**src/sv/double_ended_queue_macros.svh**
```systemverilog
// Assertion macros used by the double-ended queue datapath.
`ifndef DOUBLE_ENDED_QUEUE_MACROS_SVH
`define DOUBLE_ENDED_QUEUE_MACROS_SVH

// Same-cycle implication, sampled on clk and held off during reset.
`define DEQ_ASSERT_IMPL(name, ante, cons, msg) \
  name: assert property (@(posedge clk) disable iff (rst) (ante) |-> (cons)) \
    else $error(msg);

// Next-cycle implication, sampled on clk and held off during reset.
`define DEQ_ASSERT_NEXT(name, ante, cons, msg) \
  name: assert property (@(posedge clk) disable iff (rst) (ante) |=> (cons)) \
    else $error(msg);

`endif

```
**src/sv/deq_pkg.sv**
```systemverilog
// Package with the types and codes of the double-ended queue.
package deq_pkg;

  localparam int KIND_W   = 3;
  localparam int WORD_W   = 32;
  localparam int STATUS_W = 3;

  // Request kinds.
  localparam logic [KIND_W-1:0] KIND_PUSH_FRONT = 3'd0;
  localparam logic [KIND_W-1:0] KIND_PUSH_BACK  = 3'd1;
  localparam logic [KIND_W-1:0] KIND_POP_FRONT  = 3'd2;
  localparam logic [KIND_W-1:0] KIND_POP_BACK   = 3'd3;
  localparam logic [KIND_W-1:0] KIND_DUMP       = 3'd4;

  // Result status codes.
  localparam logic [STATUS_W-1:0] STATUS_OK         = 3'd0;
  localparam logic [STATUS_W-1:0] STATUS_FULL       = 3'd1;
  localparam logic [STATUS_W-1:0] STATUS_EMPTY      = 3'd2;
  localparam logic [STATUS_W-1:0] STATUS_DUMP_ELEM  = 3'd3;
  localparam logic [STATUS_W-1:0] STATUS_DUMP_EMPTY = 3'd4;

  // Controller states.
  typedef enum logic [1:0] {
    ST_IDLE,
    ST_DUMP_READ,
    ST_DUMP_EMIT
  } deq_state_t;

  // Commands from the controller to the datapath.
  typedef struct packed {
    logic                put_front;
    logic                put_back;
    logic                take_front;
    logic                take_back;
    logic                load_status;
    logic [STATUS_W-1:0] status;
    logic                dump_start;
    logic                dump_read;
    logic                dump_emit;
  } deq_cmd_t;

  // Status from the datapath to the controller.
  typedef struct packed {
    logic full;
    logic empty;
    logic last;
    logic out_free;
  } deq_stat_t;

endpackage

```
**src/sv/deq_req_if.sv**
```systemverilog
// Request channel of the double-ended queue.
interface deq_req_if import deq_pkg::*; ();
  logic                     valid;
  logic                     ready;
  logic [KIND_W-1:0]        kind;
  logic signed [WORD_W-1:0] value;

  modport source (output valid, kind, value, input ready);
  modport sink   (input valid, kind, value, output ready);
endinterface

```
**src/sv/deq_rsp_if.sv**
```systemverilog
// Result channel of the double-ended queue.
interface deq_rsp_if import deq_pkg::*; ();
  logic                     valid;
  logic                     ready;
  logic [STATUS_W-1:0]      status;
  logic signed [WORD_W-1:0] word;
  logic                     final_res;

  modport source (output valid, status, word, final_res, input ready);
  modport sink   (input valid, status, word, final_res, output ready);
endinterface

```
**src/sv/double_ended_queue.sv**
```systemverilog
// Top level of the double-ended queue.
//
//   channel  modport  payload                      role
//   req      sink     kind[2:0], value[31:0]       push, pop or dump request
//   rsp      source   status[2:0], word[31:0],     zero or more results per request
//                     final_res
//
// A push or pop is taken whenever the result register is free.
// A dump holds off requests, stalls included, until its last entry is out: it is taken,
// then each entry gets a registered read of the single ring read port and a result load.
// A stall on rsp holds the result register and stops new requests.
// Reset empties the queue and refuses requests; the ring store is not cleared.
module double_ended_queue import deq_pkg::*; #(
  parameter int DEPTH = 64
) (
  input logic    clk,
  input logic    rst,
  deq_req_if.sink   req,
  deq_rsp_if.source rsp
);

  deq_cmd_t  cmd;
  deq_stat_t stat;
  logic [STATUS_W-1:0] out_status;
  logic [WORD_W-1:0]   out_word;
  logic                out_final;
  logic                out_valid;

  // Controller.
  deq_ctrl u_ctrl (
    .clk       (clk),
    .rst       (rst),
    .req_valid (req.valid),
    .req_kind  (req.kind),
    .stat      (stat),
    .req_ready (req.ready),
    .cmd       (cmd)
  );

  // Datapath.
  deq_datapath #(
    .DEPTH (DEPTH)
  ) u_datapath (
    .clk        (clk),
    .rst        (rst),
    .cmd        (cmd),
    .push_value (req.value),
    .stat       (stat),
    .out_valid  (out_valid),
    .out_ready  (rsp.ready),
    .out_status (out_status),
    .out_word   (out_word),
    .out_final  (out_final)
  );

  // Result channel.
  assign rsp.valid     = out_valid;
  assign rsp.status    = out_status;
  assign rsp.word      = out_word;
  assign rsp.final_res = out_final;

endmodule

```
**src/sv/deq_ctrl.sv**
```systemverilog
// Controller state machine of the double-ended queue.
module deq_ctrl import deq_pkg::*; (
  input  logic              clk,
  input  logic              rst,
  input  logic              req_valid,
  input  logic [KIND_W-1:0] req_kind,
  input  deq_stat_t         stat,
  output logic              req_ready,
  output deq_cmd_t          cmd
);

  deq_state_t state;
  deq_state_t state_next;

  // State register.
  always_ff @(posedge clk) begin
    if (rst) begin
      state <= ST_IDLE;
    end else begin
      state <= state_next;
    end
  end

  // Next state and commands.
  always_comb begin
    state_next = state;
    req_ready  = 1'b0;
    cmd        = '0;
    case (state)
      ST_IDLE: begin
        req_ready = stat.out_free;
        if (req_valid && stat.out_free) begin
          case (req_kind)
            KIND_PUSH_FRONT: begin
              cmd.load_status = 1'b1;
              if (stat.full) begin
                cmd.status = STATUS_FULL;
              end else begin
                cmd.status    = STATUS_OK;
                cmd.put_front = 1'b1;
              end
            end
            KIND_PUSH_BACK: begin
              cmd.load_status = 1'b1;
              if (stat.full) begin
                cmd.status = STATUS_FULL;
              end else begin
                cmd.status   = STATUS_OK;
                cmd.put_back = 1'b1;
              end
            end
            KIND_POP_FRONT: begin
              cmd.load_status = 1'b1;
              if (stat.empty) begin
                cmd.status = STATUS_EMPTY;
              end else begin
                cmd.status     = STATUS_OK;
                cmd.take_front = 1'b1;
              end
            end
            KIND_POP_BACK: begin
              cmd.load_status = 1'b1;
              if (stat.empty) begin
                cmd.status = STATUS_EMPTY;
              end else begin
                cmd.status    = STATUS_OK;
                cmd.take_back = 1'b1;
              end
            end
            KIND_DUMP: begin
              if (stat.empty) begin
                cmd.load_status = 1'b1;
                cmd.status      = STATUS_DUMP_EMPTY;
              end else begin
                cmd.dump_start = 1'b1;
                state_next     = ST_DUMP_READ;
              end
            end
            default: begin
              // Unused kinds are taken and dropped without a result.
            end
          endcase
        end
      end
      ST_DUMP_READ: begin
        cmd.dump_read = 1'b1;
        state_next    = ST_DUMP_EMIT;
      end
      ST_DUMP_EMIT: begin
        if (stat.out_free) begin
          cmd.dump_emit = 1'b1;
          state_next    = stat.last ? ST_IDLE : ST_DUMP_READ;
        end
      end
      default: begin
        state_next = ST_IDLE;
      end
    endcase
  end

endmodule

```
**src/sv/deq_datapath.sv**
```systemverilog
// Datapath of the double-ended queue: ring store, indices and result register.
module deq_datapath import deq_pkg::*; #(
  parameter int DEPTH = 64
) (
  input  logic                clk,
  input  logic                rst,
  input  deq_cmd_t            cmd,
  input  logic [WORD_W-1:0]   push_value,
  output deq_stat_t           stat,
  output logic                out_valid,
  input  logic                out_ready,
  output logic [STATUS_W-1:0] out_status,
  output logic [WORD_W-1:0]   out_word,
  output logic                out_final
);

  `include "double_ended_queue_macros.svh"

  localparam int IDX_W = $clog2(DEPTH);
  localparam int CNT_W = $clog2(DEPTH + 1);
  localparam int SUM_W = CNT_W + 1;
  localparam logic [IDX_W-1:0] LAST_IDX = IDX_W'(DEPTH - 1);
  localparam logic [SUM_W-1:0] DEPTH_S  = SUM_W'(DEPTH);
  localparam logic [CNT_W-1:0] DEPTH_C  = CNT_W'(DEPTH);

  logic [WORD_W-1:0] mem [DEPTH];
  logic [WORD_W-1:0] rd_data;

  logic [IDX_W-1:0] front;
  logic [CNT_W-1:0] occ;
  logic [IDX_W-1:0] walk_ptr;
  logic [CNT_W-1:0] remaining;

  logic [IDX_W-1:0] front_dec;
  logic [IDX_W-1:0] front_inc;
  logic [IDX_W-1:0] walk_dec;
  logic [SUM_W-1:0] tail_sum;
  logic [SUM_W-1:0] back_sum;
  logic [IDX_W-1:0] tail_idx;
  logic [IDX_W-1:0] back_idx;

  // Ring index arithmetic; every sum stays below twice the depth while the queue is not empty.
  always_comb begin
    front_dec = (front == '0) ? LAST_IDX : front - 1'b1;
    front_inc = (front == LAST_IDX) ? '0 : front + 1'b1;
    walk_dec  = (walk_ptr == '0) ? LAST_IDX : walk_ptr - 1'b1;
    tail_sum  = SUM_W'(front) + SUM_W'(occ);
    back_sum  = tail_sum - 1'b1;
    tail_idx  = (tail_sum >= DEPTH_S) ? IDX_W'(tail_sum - DEPTH_S) : IDX_W'(tail_sum);
    back_idx  = (back_sum >= DEPTH_S) ? IDX_W'(back_sum - DEPTH_S) : IDX_W'(back_sum);
  end

  // Status towards the controller; nothing is taken while in reset.
  always_comb begin
    stat.full     = (occ == DEPTH_C);
    stat.empty    = (occ == '0);
    stat.last     = (remaining == CNT_W'(1));
    stat.out_free = !rst && (!out_valid || out_ready);
  end

  // Ring store write port.
  always_ff @(posedge clk) begin
    if (cmd.put_front) begin
      mem[front_dec] <= push_value;
    end else if (cmd.put_back) begin
      mem[tail_idx] <= push_value;
    end
  end

  // Ring store read port, registered.
  always_ff @(posedge clk) begin
    if (cmd.dump_read) begin
      rd_data <= mem[walk_ptr];
    end
  end

  // Front index and occupancy.
  always_ff @(posedge clk) begin
    if (rst) begin
      front <= '0;
      occ   <= '0;
    end else begin
      if (cmd.put_front) begin
        front <= front_dec;
        occ   <= occ + 1'b1;
      end else if (cmd.put_back) begin
        occ <= occ + 1'b1;
      end else if (cmd.take_front) begin
        front <= front_inc;
        occ   <= occ - 1'b1;
      end else if (cmd.take_back) begin
        occ <= occ - 1'b1;
      end
    end
  end

  // Dump walker: starts at the back entry and steps towards the front.
  always_ff @(posedge clk) begin
    if (rst) begin
      remaining <= '0;
    end else if (cmd.dump_start) begin
      remaining <= occ;
    end else if (cmd.dump_emit) begin
      remaining <= remaining - 1'b1;
    end
  end

  always_ff @(posedge clk) begin
    if (cmd.dump_start) begin
      walk_ptr <= back_idx;
    end else if (cmd.dump_emit) begin
      walk_ptr <= walk_dec;
    end
  end

  // Result register.
  always_ff @(posedge clk) begin
    if (rst) begin
      out_valid <= 1'b0;
    end else if (cmd.load_status || cmd.dump_emit) begin
      out_valid <= 1'b1;
    end else if (out_ready) begin
      out_valid <= 1'b0;
    end
  end

  always_ff @(posedge clk) begin
    if (cmd.load_status) begin
      out_status <= cmd.status;
      out_word   <= '0;
      out_final  <= 1'b1;
    end else if (cmd.dump_emit) begin
      out_status <= STATUS_DUMP_ELEM;
      out_word   <= rd_data;
      out_final  <= stat.last;
    end
  end

  // Checks on the queue bookkeeping.
  `DEQ_ASSERT_IMPL(a_occ_bound, 1'b1, occ <= DEPTH_C, "occupancy above depth")
  `DEQ_ASSERT_IMPL(a_front_bound, 1'b1, front <= LAST_IDX, "front index outside ring")
  `DEQ_ASSERT_IMPL(a_push_room, cmd.put_front || cmd.put_back, !stat.full,
                   "push commanded on a full queue")
  `DEQ_ASSERT_IMPL(a_load_free, cmd.load_status || cmd.dump_emit, stat.out_free,
                   "result register overwritten")
  `DEQ_ASSERT_NEXT(a_load_shows, cmd.load_status || cmd.dump_emit, out_valid,
                   "loaded result not presented")

endmodule

```
**src/flat_wrapper.sv**
```systemverilog
// flat-port wrapper written by rule: the top's interface ports become plain ports
module double_ended_queue_flat import deq_pkg::*;
#(
  parameter int DEPTH = 64
)
  (clk, rst, req_valid, req_kind, req_value, req_ready, rsp_valid, rsp_status, rsp_word, rsp_final_res, rsp_ready);
  deq_req_if req_i ();
  deq_rsp_if rsp_i ();
  input logic clk;
  input logic rst;
  input wire logic [$bits(req_i.valid)-1:0] req_valid;
  input wire logic [$bits(req_i.kind)-1:0] req_kind;
  input wire logic [$bits(req_i.value)-1:0] req_value;
  output wire logic [$bits(req_i.ready)-1:0] req_ready;
  output wire logic [$bits(rsp_i.valid)-1:0] rsp_valid;
  output wire logic [$bits(rsp_i.status)-1:0] rsp_status;
  output wire logic [$bits(rsp_i.word)-1:0] rsp_word;
  output wire logic [$bits(rsp_i.final_res)-1:0] rsp_final_res;
  input wire logic [$bits(rsp_i.ready)-1:0] rsp_ready;
  assign req_i.valid = req_valid;
  assign req_i.kind = req_kind;
  assign req_i.value = req_value;
  assign req_ready = req_i.ready;
  assign rsp_valid = rsp_i.valid;
  assign rsp_status = rsp_i.status;
  assign rsp_word = rsp_i.word;
  assign rsp_final_res = rsp_i.final_res;
  assign rsp_i.ready = rsp_ready;
  double_ended_queue #(.DEPTH(DEPTH)) u_core (.clk(clk), .rst(rst), .req(req_i), .rsp(rsp_i));
endmodule
```
**config.mk**
```make
export PLATFORM = sky130hd
export DESIGN_NAME = double_ended_queue_flat
export DESIGN_NICKNAME = d
export VERILOG_FILES = /design/src/sv/deq_pkg.sv /design/src/sv/deq_req_if.sv /design/src/sv/deq_rsp_if.sv /design/src/sv/double_ended_queue.sv /design/src/sv/deq_ctrl.sv /design/src/sv/deq_datapath.sv /design/src/flat_wrapper.sv
export VERILOG_INCLUDE_DIRS = /design/src /design/src/sv
export SDC_FILE = /design/constraint.sdc
export NUM_CORES = 2
export LEC_CHECK = 0
export ABC_AREA = 1
export BUFFER_PORTS_ARGS = -buffer_cell sky130_fd_sc_hd__buf_2
export CORE_UTILIZATION = 60
export CTS_CLUSTER_DIAMETER = 150
export CTS_CLUSTER_SIZE = 40
export DETAILED_ROUTE_END_ITERATION = 7
export PLACE_DENSITY = 0.73
export SLEW_MARGIN = 10
export SYNTH_ARGS = -nofsm -noshare
export SYNTH_HDL_FRONTEND = slang
export SYNTH_HIERARCHICAL = 1
export SYNTH_SLANG_ARGS = --single-unit
```
**constraint.sdc**
```tcl
create_clock -name clk -period 10.62 [get_ports clk]
set_input_delay 2.124 -clock clk [delete_from_list [all_inputs] [get_ports clk]]
set_output_delay 2.124 -clock clk [all_outputs]
set_load 0.01 [all_outputs]
```
Word-level counts from Yosys, hierarchy flattened
Memory sizes are Yosys's and may differ from the RTL's. A register that Yosys moved wholly into a read port is not among the register bits.
Index checks and enable logic that the tools add are counted.
{"block": "word_totals", "wordCells": 108, "regBits": 65, "ram_bits": 2048, "mem_count": 1}
{"block": "classes", "mux": 51, "n_lt_le_gt_ge": 2, "add_sub_neg": 10, "n_eq_ne": 14, "reduce_logical": 21}
{"memory": "u_core.u_datapath.mem", "depth": 64, "word_bits": 32, "rd": 1, "rd_ports_with_merged_regs": 1, "write_ports": 1, "line": "deq_datapath.sv:26", "text": "logic [WORD_W-1:0] mem [DEPTH];"}
{"operator": "two-way mux 6 bit", "n": 11}
{"operator": "two-way mux 7 bit", "n": 6}
{"operator": "two-way mux 32 bit", "n": 1}
{"operator": "OR reduction 32 bit", "n": 1}
{"operator": "subtractor 6 x 1 -> 6 bit, second input constant", "n": 4}
{"operator": "two-way mux 1 bit", "n": 21}
{"operator": "two-way mux 9 bit", "n": 2}
{"operator": "greater-or-equal comparator 8 x 7 -> 1 bit, second input constant", "n": 2}
{"operator": "subtractor 7 x 1 -> 7 bit, second input constant", "n": 2}
{"operator": "zero test 6 bit", "n": 2}
{"operator": "one-hot mux 4 bit (3 select lines)", "n": 1}
{"operator": "two-way mux 2 bit", "n": 5}
{"operator": "adder 6 x 7 -> 8 bit", "n": 1}
{"operator": "nonzero test 2 bit", "n": 4}
{"operator": "subtractor 8 x 1 -> 8 bit, second input constant", "n": 1}
{"operator": "adder 7 x 1 -> 7 bit, second input constant", "n": 1}
{"operator": "equality test 7 x 1 -> 1 bit, second input constant", "n": 1}
{"operator": "equality test 7 bit, second input constant", "n": 1}
{"operator": "zero test 7 bit", "n": 1}
{"operator": "adder 6 x 1 -> 6 bit, second input constant", "n": 1}
{"operator": "equality test 3 x 2 -> 1 bit, second input constant", "n": 2}
{"operator": "equality test 6 bit, second input constant", "n": 1}
{"operator": "two-way mux 3 bit", "n": 2}
{"operator": "inequality test 2 bit, second input constant", "n": 3}
{"operator": "other kinds (16)", "n": 21}

Longest topological paths before layout
{"block": "logic_depth", "depth_word": 11, "ltp_mapped": 18}

Hierarchy
Netlist, hierarchy kept.
{"mod": "deq_datapath", "seq_area_each_um2": 63811.2, "n_inst": 1, "cells_each": 8228, "area_each_um2": 90748.3}
{"mod": "deq_ctrl", "seq_area_each_um2": 40.0, "n_inst": 1, "cells_each": 50, "area_each_um2": 251.5}

Least setup slack after synthesis
No wires, ideal clock.
{"block": "synth_path", "path_kind": "input to register", "start": "input rst", "end": "memory u_core.u_datapath.mem[17][0] (enable)", "n_path_buf": 2, "setup_time_ps": 421, "slack_ps": 4996, "required_ps": 10199, "t_arrival_ps": 5203, "cell_stages": 15, "path_cell_list": "clkbuf_1 -> a21oi_1 -> nand2_1 -> nor2_2 -> nand2_1 -> nor2_1 -> nand2_4 -> inv_2 -> buf_4 -> nand2_1 -> o21ai_2 -> inv_1 -> nor2_1 -> nand2_1 -> nor2_1"}
{"item": "start: declaration", "line": "flat_wrapper.sv:10", "text": "input logic rst;"}
{"item": "end: declaration", "line": "deq_datapath.sv:26"}

==> metrics.md <==
| Metric | Value |
|---|---|
| Hold WC Path Type | `register to register` |
| Sequential fraction of the synthesis area | `a little over two thirds` |
| Status | `complete, no violations` |
| Overall Power | `around 13 mW` |
| Tcrit/Tclk final | `between 50% and 60%` |
| Final net count | `between 8000 and 9000` |
| Critical path launch point type | `primary input` |
| Initial core utilization | `about three fifths` |
| Largest net degree at the start of global routing | `~220` |
| # hold bufs at CTS | `0` |
| Placer Congestion | `roughly 0.96` |
| Number of max-cap violations | `0` |
| Synthesized instance count | `about 8300` |
| Sum Neg Setup Slack | `0 ns` |
| Fill cells | `11549` |
| Mapped Nets | `8334` |
| Global Route Usage Sum | `between 30% and 40%` |
| Initial DRT Pass Iterations | `8` |
| Post-layout util | `between 60% and 70%` |
| Area of the multi-input gates | `about 22000 um^2` |
| Most common cell after layout, fill and taps aside | `nand2_1` |
| Post-route insts no fill | `10061` |
| GRT met3 Usage | `5.58%` |
| Setup Skew | `0.0359 ns` |
| Routed wire length | `around 240000 um` |
| Post-layout min period | `5.90 ns` |
| Most frequent cells in the layout | `2387 x nand2_1, 2089 x edfxtp_1, 1356 x nand3_1, 988 x inv_1, 247 x nor2_1` |
| Via density | `~5.9` |
| IO buf count | `76` |
| DRC | `0` |
| First-pass GRT wire length | `between 300000 and 400000 um` |
| DPL Wire Length | `~140000 um` |
| Worst vdd ir | `0.000135 V` |
| FFs w/ async S/R, synth | `0%` |
| Busiest grt layer | `met2` |
| Critical Path Fanout Max | `32` |
| Pre-CTS WS | `about 4.0 ns` |
| Ports | `77` |
| Top cell type by total area after synthesis | `edfxtp_1` |
| ANT nets after route | `0` |
| CP required | `~11 ns` |
| Number of DRC markers in iteration 0 | `approximately 8000` |
| Number of enable flip-flop cells after synthesis | `2089` |
| Final number of hold-violating endpoints | `0` |
| GR Layer Usage met1 | `a little over two fifths` |
| Clk sink count | `between 2000 and 2500` |
| PostCTS Resize Cnt | `0` |
| Met2 usage | `48.2%` |
| CTS buffer count | `59` |
| Max-slew headroom | `between 15 and 20%` |
| Fmax | `0.170 GHz` |
| Die Ht | `around 390 um` |
| PD cells | `139 nW/um^2` |
| Dpl cells | `roughly 10000` |
| Longest Clk Path Bufs | `3` |
| Core footprint | `between 150000 and 200000 um^2` |
| Synth Cell Area | `91000 um^2` |
| Top cell type's share of synthesized area | `between 60% and 70%` |
| H-tree levels | `2` |
| Largest cells by area after synthesis | `edfxtp_1 69%, nand2_1 9.8%, nand3_1 7.5%` |
| Finished Cell Area | `between 90000 and 100000 um^2` |
| Synth Register Bits | `2145` |
| Worst Tran Pin Value | `1.25 ns` |
| Worst-Skew Late Latency | `a little under 0.8 ns` |
| WS Path Type | `primary input to register` |
| Worst Setup Slack, final | `4.72 ns` |
| Slew Limit Fails | `0` |
| CTS tree | `done` |
| Leakage | `approximately 36 nW` |
| Gr ovfl total | `0` |
| Share of cells above drive strength 1 | `under 10%` |
| Vias in the first global route | `54676` |
| Initial antenna violation count | `11` |
| RSZ-0062 raised after global routing | `no` |
| Wire per inst | `24.1 um` |
| Critical path capture point type | `register` |
| Clock-pin slew on the worst setup and hold paths | `between 0.1 and 0.15 ns` |
| Netlist cell types | `between 40 and 50` |
| Synth Warn # | `6` |
| Worst Hold Slack | `0.475 ns` |
| Finish-stage setup viols | `0` |
| CTS root buffer | `clkbuf_16` |
| Site Rows | `around 140` |
| Via count | `~60000` |
| Post-CTS setup buffers | `0` |
| Area Overhead vs Synth | `3.67%` |
| Die area | `153000 um^2` |
| WP data arrival | `6.30 ns` |
| Syn_area_per_cell | `around 11 um^2` |
| Placed inst area | `a little over 90000 um^2` |
| Dominant synthesized flop cell | `edfxtp_1` |
| Die width | `between 300 and 400 um` |
| FF/Latch Area | `between 60000 and 70000 um^2` |
==> kinds of logic (layout without fill, tap and decap cells) <==
| group | Yosys count | after routing | share of synthesized area, % |
|---|---|---|---|
| muxes | 1 | 1 | 0.0110 |
| buffers and inverters | 1456 | 1222 | 6.73 |
| xor gates and xnor gates | 9 | 9 | 0.0866 |
| other | 0 | 1 | 0 |
| adders and majority gates | 17 | 17 | 0.242 |
| DFF | 2145 | 2145 | 70.2 |
| and+or+nand+nor | 4266 | 4266 | 20.0 |
| AOI/OAI and AO/OA | 384 | 384 | 2.73 |
==> report_power, final <==
part           total, mW  internal, mW  leakage [nW]  switching (mW)
Sequential          9.29          9.28          19.2         0.00873
Combinational      0.439        0.0733          16.3           0.365
Clock               3.40          1.07         0.786            2.33
==> routing by layer <==
layer	wire, um	vias up
li1	-	27035
met1	91600	28781
met2	111000	3165
met3	24600	485
met4	15200	16
met5	103	-
==> critical path, cell delays in order <==
cell	delay, ns
buf_2	0.18
a21oi_1	0.18
nand2_1	0.13
nor2_2	0.17
nand2_2	0.08
nor2_1	0.57
clkinv_4	0.18
nand2_4	0.15
inv_2	0.12
o21ai_2	0.23
nand4_1	0.83
nor2_4	1.28
==> cell type report <==
cell class                      instances  area share [%]
Timing Repair Buffer                  136            1.08
Clock buffer                           84            1.69
Antenna cell                            1         0.00265
Sequential cell                      2145            67.7
Tap cell                             2016            2.67
Multi-Input combinational cell       4677            22.8
Clock inverter                          3          0.0438
Inverter                              999            4.01
==> registers in the layout (all words and copies together), names as in the netlist <==
register / cells
u_core/u_ctrl/state: 2
u_core/u_datapath/front: 6
u_core/u_datapath/mem: 2048
u_core/u_datapath/occ: 7
u_core/u_datapath/out_final: 1
u_core/u_datapath/out_status: 3
u_core/u_datapath/out_valid: 1
u_core/u_datapath/out_word: 32
u_core/u_datapath/rd_data: 32
u_core/u_datapath/remaining: 7
u_core/u_datapath/walk_ptr: 6
==> path summary, 6_finish.rpt <==
path	startpoint	end	slack (ns)	depth (start not counted)
max reg2reg	u_core/u_datapath/walk_ptr[1]	u_core/u_datapath/rd_data[14]	5.42	11
max	rst	u_core/u_datapath/mem[0][28]	4.72	12
min reg2reg	u_core/u_datapath/rd_data[15]	u_core/u_datapath/out_word[15]	0.47	1
min	u_core/u_datapath/rd_data[15]	u_core/u_datapath/out_word[15]	0.47	1
==> synthesized netlist by cell type, types with 2 or more instances <==
master and instances:
a21oi_1 45, a22o_1 32, a31oi_1 6, buf_1 69, buf_2 203, buf_4 41
buf_6 30, clkbuf_1 106, clkbuf_2 7, dfxtp_1 56, edfxtp_1 2089, ha_1 16
inv_1 991, inv_2 6, nand2_1 2387, nand2_2 6, nand3_1 1356, nand3b_1 2
nand4_1 14, nor2_1 315, nor2_2 2, nor3_1 8, o211ai_1 154, o21ai_0 99
o21ai_1 33, o21ai_2 4, o22ai_1 3, o31ai_1 2, or2_1 67, or2_2 104
xor2_1 9
No activity file was read; power rests on OpenSTA's default activity.
